===== config.mk =====
export PLATFORM = sky130hd
export DESIGN_NAME = pn2_div
export DESIGN_NICKNAME = d
export VERILOG_FILES = /design/src/rtl/pn2_pkg.sv /design/src/rtl/pn2_div.sv
export SDC_FILE = /design/constraint.sdc
export NUM_CORES = 2
export LEC_CHECK = 0
export BUFFER_PORTS_ARGS = -buffer_cell sky130_fd_sc_hd__buf_2
export CAP_MARGIN = 15
export CELL_PAD_IN_SITES_DETAIL_PLACEMENT = 1
export CELL_PAD_IN_SITES_GLOBAL_PLACEMENT = 1
export CORE_MARGIN = 4
export CORE_UTILIZATION = 45
export DETAILED_ROUTE_END_ITERATION = 8
export PLACE_DENSITY_LB_ADDON = 0.25
export SYNTH_ARGS = -nofsm -noshare
export SYNTH_HDL_FRONTEND = slang
export SYNTH_SLANG_ARGS = --single-unit
export TNS_END_PERCENT = 1

===== constraint.sdc =====
create_clock -name clk -period 11.4 [get_ports clk]
set_clock_uncertainty 0.15 [all_clocks]
set_input_delay 1.71 -clock clk [delete_from_list [all_inputs] [get_ports clk]]
set_output_delay 1.71 -clock clk [all_outputs]
set_load 0.02 [all_outputs]

===== src/rtl/pn2_pkg.sv =====
// pn2_pkg: shared constants, register indexes and helper functions of the noise block
`default_nettype none

package pn2_pkg;

  localparam int unsigned FRAC_BITS_DEF  = 16;
  localparam int unsigned ANGLE_BITS_DEF = 10;

  localparam int unsigned COORD_W   = 16;
  localparam int unsigned CFG_IDX_W = 4;
  localparam int unsigned CFG_DAT_W = 16;
  localparam int unsigned SIN_W     = 17;

  localparam logic [CFG_DAT_W-1:0] MAP_SIZE_RST = 16'd256;

  localparam logic [31:0] HASH_MUL_A = 32'd3284157443;
  localparam logic [31:0] HASH_MUL_B = 32'd1911520717;
  localparam logic [31:0] HASH_MUL_C = 32'd2048419325;
  localparam logic [63:0] HALF_PI_Q30 = 64'd1686629713;

  localparam int unsigned FADE_C5 = 6;
  localparam int unsigned FADE_C4 = 15;
  localparam int unsigned FADE_C3 = 10;

  typedef enum logic [CFG_IDX_W-1:0] {
    CFG_MAP_WIDTH  = 4'd0,
    CFG_MAP_HEIGHT = 4'd1
  } cfg_idx_t;

  function automatic logic [31:0] rot16(input logic [31:0] v);
    return {v[15:0], v[31:16]};
  endfunction

  // divide a taylor term by (2n)(2n+1)
  function automatic logic [63:0] term_div(input logic [63:0] v, input int n);
    logic [63:0] res;
    unique case (n)
      1: res = v / 64'd6;
      2: res = v / 64'd20;
      3: res = v / 64'd42;
      4: res = v / 64'd72;
      5: res = v / 64'd110;
      default: res = v / 64'd156;
    endcase
    return res;
  endfunction

  // first-quadrant sine in q15 from a q30 taylor series, used to build the table
  function automatic logic [SIN_W-1:0] quarter_sine(input int unsigned r,
                                                    input int unsigned angle_bits);
    logic [63:0] x;
    logic [63:0] mag;
    logic [63:0] sum;
    logic [63:0] rnd;
    int n;
    x = (64'(r) * HALF_PI_Q30) >> (angle_bits - 2);
    mag = x;
    sum = x;
    for (n = 1; n <= 6; n++) begin
      mag = (mag * x) >> 30;
      mag = (mag * x) >> 30;
      mag = term_div(mag, n);
      if (n % 2 == 1) begin
        sum = (mag > sum) ? 64'd0 : sum - mag;
      end else begin
        sum = sum + mag;
      end
    end
    rnd = (sum + 64'd16384) >> 15;
    return rnd[SIN_W-1:0];
  endfunction

endpackage

`default_nettype wire


===== src/rtl/pn2_div.sv =====
// pn2_div: pipelined restoring divider, one quotient bit per stage
`default_nettype none

module pn2_div #(
  parameter int unsigned FRAC_BITS = pn2_pkg::FRAC_BITS_DEF
) (
  input  wire logic                                   clk,
  input  wire logic [pn2_pkg::COORD_W-1:0]            divisor,
  input  wire logic [pn2_pkg::COORD_W-1:0]            dividend,
  output logic      [pn2_pkg::COORD_W+FRAC_BITS-1:0]  quotient
);
  import pn2_pkg::*;

  localparam int unsigned QW = COORD_W + FRAC_BITS;

  logic [COORD_W-1:0] rem_r [QW];
  logic [COORD_W-1:0] num_r [QW];
  logic [QW-1:0]      quo_r [QW];

  genvar k;
  generate
    for (k = 0; k < QW; k++) begin : g_stage
      logic [COORD_W-1:0] rem_in;
      logic [COORD_W-1:0] num_in;
      logic [QW-1:0]      quo_in;
      logic [COORD_W:0]   trial;
      logic               ge;
      logic [COORD_W-1:0] rem_nxt;
      logic [COORD_W-1:0] num_nxt;
      logic [QW-1:0]      quo_nxt;

      if (k == 0) begin : g_first
        assign rem_in = '0;
        assign num_in = dividend;
        assign quo_in = '0;
      end else begin : g_next
        assign rem_in = rem_r[k-1];
        assign num_in = num_r[k-1];
        assign quo_in = quo_r[k-1];
      end

      always_comb begin
        trial   = {rem_in, num_in[COORD_W-1]};
        ge      = (trial >= {1'b0, divisor});
        rem_nxt = ge ? COORD_W'(trial - {1'b0, divisor}) : trial[COORD_W-1:0];
        num_nxt = {num_in[COORD_W-2:0], 1'b0};
        quo_nxt = {quo_in[QW-2:0], ge};
      end

      always_ff @(posedge clk) begin
        rem_r[k] <= rem_nxt;
        num_r[k] <= num_nxt;
        quo_r[k] <= quo_nxt;
      end
    end
  endgenerate

  assign quotient = quo_r[QW-1];

endmodule

`default_nettype wire


======== After elaboration in Yosys (flattened, before gate mapping) ========
Memories as Yosys holds them, arrays and structs flattened.
Cells that the tools add are included.
word-level totals
  register bits after elaboration ......... 0
  bits in writable memories ............... 2016
  input bits .............................. 33
  word-level logic and storage cells ...... 99
  memories kept ........................... 3
memory list
  name   depth  bits a word  rd ports  clocked after Yosys merged registers in  write ports  RTL line       text
  quo_r  32     32           32        0                                        32           pn2_div.sv:18  logic [QW-1:0] quo_r [QW];
  rem_r  32     16           31        0                                        32           pn2_div.sv:16  logic [COORD_W-1:0] rem_r [QW];
  num_r  32     15           31        0                                        32           pn2_div.sv:17  logic [COORD_W-1:0] num_r [QW];
cells by class
  add/subtract/negate cells ............... 32
  magnitude comparators ................... 32
  muxes and demuxes ....................... 32
operator list
  kind                                                            count
  17-bit by 16-bit greater-or-equal comparator with 1-bit output  31
  16-bit 2-to-1 mux                                               32
  16-bit subtractor                                               31
  1-bit by 16-bit greater-or-equal comparator with 1-bit output   1
  1-bit by 16-bit subtractor with 16-bit output                   1

======== Logic depth before layout (Yosys ltp) ========
An unclocked memory read counts as a cell.
  word-level depth ........................ 3
  depth in mapped cells ................... 14
  mapped depth without buffers ............ 12

======== Worst setup path after synthesis ========
No wires, ideal clock.
  path type ............................... input to register
  start point ............................. in divisor[6] in the netlist's numbering
  end point ............................... mem rem_r[18][8], in the netlist rem_r[1][40]
  arrival ................................. 5.084 ns
  data required time ...................... 11.127 ns
  setup slack ............................. 6.042 ns
  cell stages on the path ................. 11
  path buffers ............................ 1
  path through ............................ inv_1 ha_1 a21o_1 a211oi_2 o21bai_1 a211o_1 a211o_1 o2111a_1 a2111oi_4 buf_6 mux2_1
RTL lines
  what         RTL line       text
  from (decl)  pn2_div.sv:8   input wire logic [pn2_pkg::COORD_W-1:0] divisor,
  to (decl)    pn2_div.sv:16

==> impl_metrics.yaml <==
outcome:
  status: "finished clean"
placement:
  dp.cells: 6502
  port_buffers: 64
  routabilityCongestion: 0.827
  hpwl_um: 85300
job:
  maxCapViolCount: 0
floorplan:
  die_w_um: 343
  row_count: 122
  ios: 65
  die_h_um: 343
  initial_core_util: 0.455
  core_area_um2: 111000
  dieArea_um2: 118000
synthesis:
  synth.top_cell.area_share: 0.453
  synth-seq-cells: 1144
  yosysSeqAreaShare: 0.453
  synth.avg_cell_area_um2: 10.1
  synth.distinct_cells: 77
  syn-num-nets: 5551
  yosysWarnings: 0
  async_reset_ff_frac: 0
  ys_top_cells_by_area: "dfxtp_1, ha_1, mux2_2, xnor2_1, a21oi_1"
  synthesis.area_um2: 50600
  synth_edf_count: 0
  syn_inst: 4991
  yosys.area.top_type: "dfxtp_1"
  yosys_most_used_dff: "dfxtp_1"
cts:
  clock_path_buffers: 3
  cts_setup_buffers: 0
  cts-buffers-inserted: 121
  cts.sinks: 1144
  cts.repair.resized: 0
  clk_pin_slew_ns: 0.06
  clock_latency_ns: 0.73
  h-tree-depth: 3
  cts_tree: "done"
  cts.root.buffer_cell: "clkbuf_16"
  cts_hold_buffers: 0
pwr:
  peakVddDrop_mv: 0.151
  p_sw_w: 0.00563
  power_frac_clock: 0.257
  power.density_nw_per_um2: 280
  switching_share: 0.352
  p_comb_frac: 0.394
  p_leak_nw: 24.8
  seq_power_share: 0.348
  intPower_w: 0.0103
cells_and_area:
  area_delta_synth_final_pct: 12.8
  fin_util: 0.514
  drive_gt1_frac: 0.126
  fin_cells: 6732
  diodes: 0
  layout.nets: 5699
setup_path:
  cpPeakStageDelay_ns: 0.57
  start_kind: "input port"
  path_max_fanout: 21
  path_class: "input port to register"
  rr_worst_depth: 10
  crit_path_top_delay_cell: "inv_2"
  arrival_ns: 5.80
  end_kind: "register"
  critical_path.cell_chain: "buf_2 -> inv_2 -> buf_4 -> ha_1 -> a21oi_1 -> nor2b_1 -> or4_1 -> or3_1 -> a31oi_1 -> or2_1 -> inv_1 -> mux2_2"
  r2r_start: "rem_r[1][21]"
  rr_endpoint: "rem_r[1][37]"
  crit_path_start: "divisor[14]"
  crit_end: "rem_r[1][232]"
  r2r_slack_ns: 7.71
  cp.required_ns: 11.84
detailed_routing:
  ant_nets: 0
  drt_iter0_drc: 1461
  vias_per_cell: 5.45
  wirelength_um: 121000
  drt_pass1_iterations: 5
  via_count: 36700
  drc: 0
  post_drt_wl_per_cell_um: 17.9
global_routing:
  grt.total_usage: 0.203
  first_global_vias: 38300
  antenna_found_initial: 0
  grt_overflow: 0
  grt_pass1_wl_um: 197000
  grt_max_degree: 41
sta:
  rsz0062_at_grt: "no"
  period_needed_ns: 5.36
  worst_pin_slew_ns: 1.07
  period_share: 0.471
  finalSetupViolCount: 0
  hold_viol: 0
  fmax_ghz: 0.186
  drv_slew: 0
  tns_ns: 0
  slew-limit-headroom: 0.283
worst_hold_path:
  hold_class: "register to register"
sequential cells by signal, indices dropped and copies added (netlist names):
signal	flops
num_r	120
rem_r	496
quo_r	528
cell usage in the layout, fill, tap and decap left out, types with 38 or more instances in the layout:
cell / Yosys / layout
a211oi_1: 49 / 49
nand2b_1: 67 / 67
or3_1: 38 / 38
or2_2: 46 / 46
inv_1: 176 / 161
nor3_1: 115 / 115
xor2_1: 105 / 105
nand3_1: 80 / 80
a31oi_1: 41 / 39
nor2b_1: 83 / 83
clkbuf_16: 0 / 122
o21a_1: 83 / 83
a21o_1: 115 / 115
dfxtp_1: 1144 / 1144
a21oi_1: 307 / 305
ha_1: 497 / 497
nand4_1: 73 / 73
o31ai_1: 57 / 57
xnor2_1: 197 / 197
nand2_1: 331 / 331
buf_2: 4 / 62
o21ai_0: 284 / 282
mux2_2: 248 / 248
nor2_1: 317 / 317
cell families after synthesis:
kind of cell               after synthesis  share of synthesized area
xor gates and xnor gates               302                     0.0523
AOI/OAI and AO/OA                     1215                      0.157
buffers and inverters                  251                     0.0190
DFF                                   1144                      0.453
muxes                                  292                     0.0641
and+or+nand+nor                       1260                      0.120
adders and majority gates              527                      0.135
final cells by class:
class	count	area [um^2]
multi-input cells	3596	26800
flip-flops and latches	1144	22900
clock inverters	72	876
repair buffers	100	611
inverters	176	661
clock buffers	156	3390
well taps	1488	1860
fillers	12300	54100
per-layer routing:
metal,share of wire,up-vias,track usage,routed length [um]
met4,0.035,0,0.0696,4220
li1,-,18300,-,-
met5,0,-,0,0
met3,0.029,215,0.0303,3530
met2,0.47,406,0.355,57100
met1,0.46,17800,0.257,55700
per-stage QoR:
stage / hold slack [ns] / instance area [um^2] / total power [W] / setup WS [ns]
floorplan: 0.160 / 50600 / 0.0104 / 6.04
global placement: 0.160 / 52800 / 0.0117 / 5.44
detailed placement: 0.163 / 52800 / 0.0119 / 5.30
CTS: 0.160 / 57000 / 0.0161 / 6.07
global route: 0.160 / 57100 / 0.0172 / 5.77
finish: 0.162 / 57100 / 0.0160 / 6.04
power by group through the flow:
stage | Clock (W) | Combinational (W) | Sequential, W
after floorplan | 0 | 0.00492 | 0.00546
after global placement | 0 | 0.00603 | 0.00564
after detailed placement | 0 | 0.00622 | 0.00565
after CTS | 0.00425 | 0.00631 | 0.00557
after global routing | 0.00441 | 0.00708 | 0.00566
final | 0.00411 | 0.00629 | 0.00556
Yosys cell counts, types with 17 or more instances:
master,instances
a211o_1,17
a211oi_1,49
a21boi_0,31
a21o_1,115
a21oi_1,307
a31oi_1,41
and2_1,18
and3_1,28
clkbuf_1,67
dfxtp_1,1144
fa_1,30
ha_1,497
inv_1,176
mux2_2,248
mux2i_1,37
nand2_1,331
nand2b_1,67
nand3_1,80
nand4_1,73
nor2_1,317
nor2b_1,83
nor3_1,115
nor4_1,19
o211ai_1,27
o21a_1,83
o21ai_0,284
o21bai_1,21
o311ai_0,23
o31a_1,24
o31ai_1,57
or2_2,46
or3_1,38
xnor2_1,197
xor2_1,105
how the worst min path moves through the flow:
stage | cells after the start | to | startpoint | slack, ns
2_1_floorplan | 0 | num_r[0][100] | num_r[0][84] | 0.16
3_3_place_gp | 0 | quo_r[11][9] | quo_r[10][8] | 0.16
3_5_place_dp | 0 | num_r[0][80] | num_r[0][64] | 0.16
4_1_cts | 0 | quo_r[12][10] | quo_r[11][9] | 0.16
5_1_grt | 0 | quo_r[12][10] | quo_r[11][9] | 0.16
6_report | 0 | quo_r[21][3] | quo_r[20][2] | 0.16
critical path, delay by kind of cell:
kind,cells,cell delay (ns)
mux,1,0.36
buf+inv,4,1.39
compound gates,2,0.60
fa+ha+maj,1,0.31
simple gates,4,1.38
Note: power is estimated with default switching activity, not from simulation.
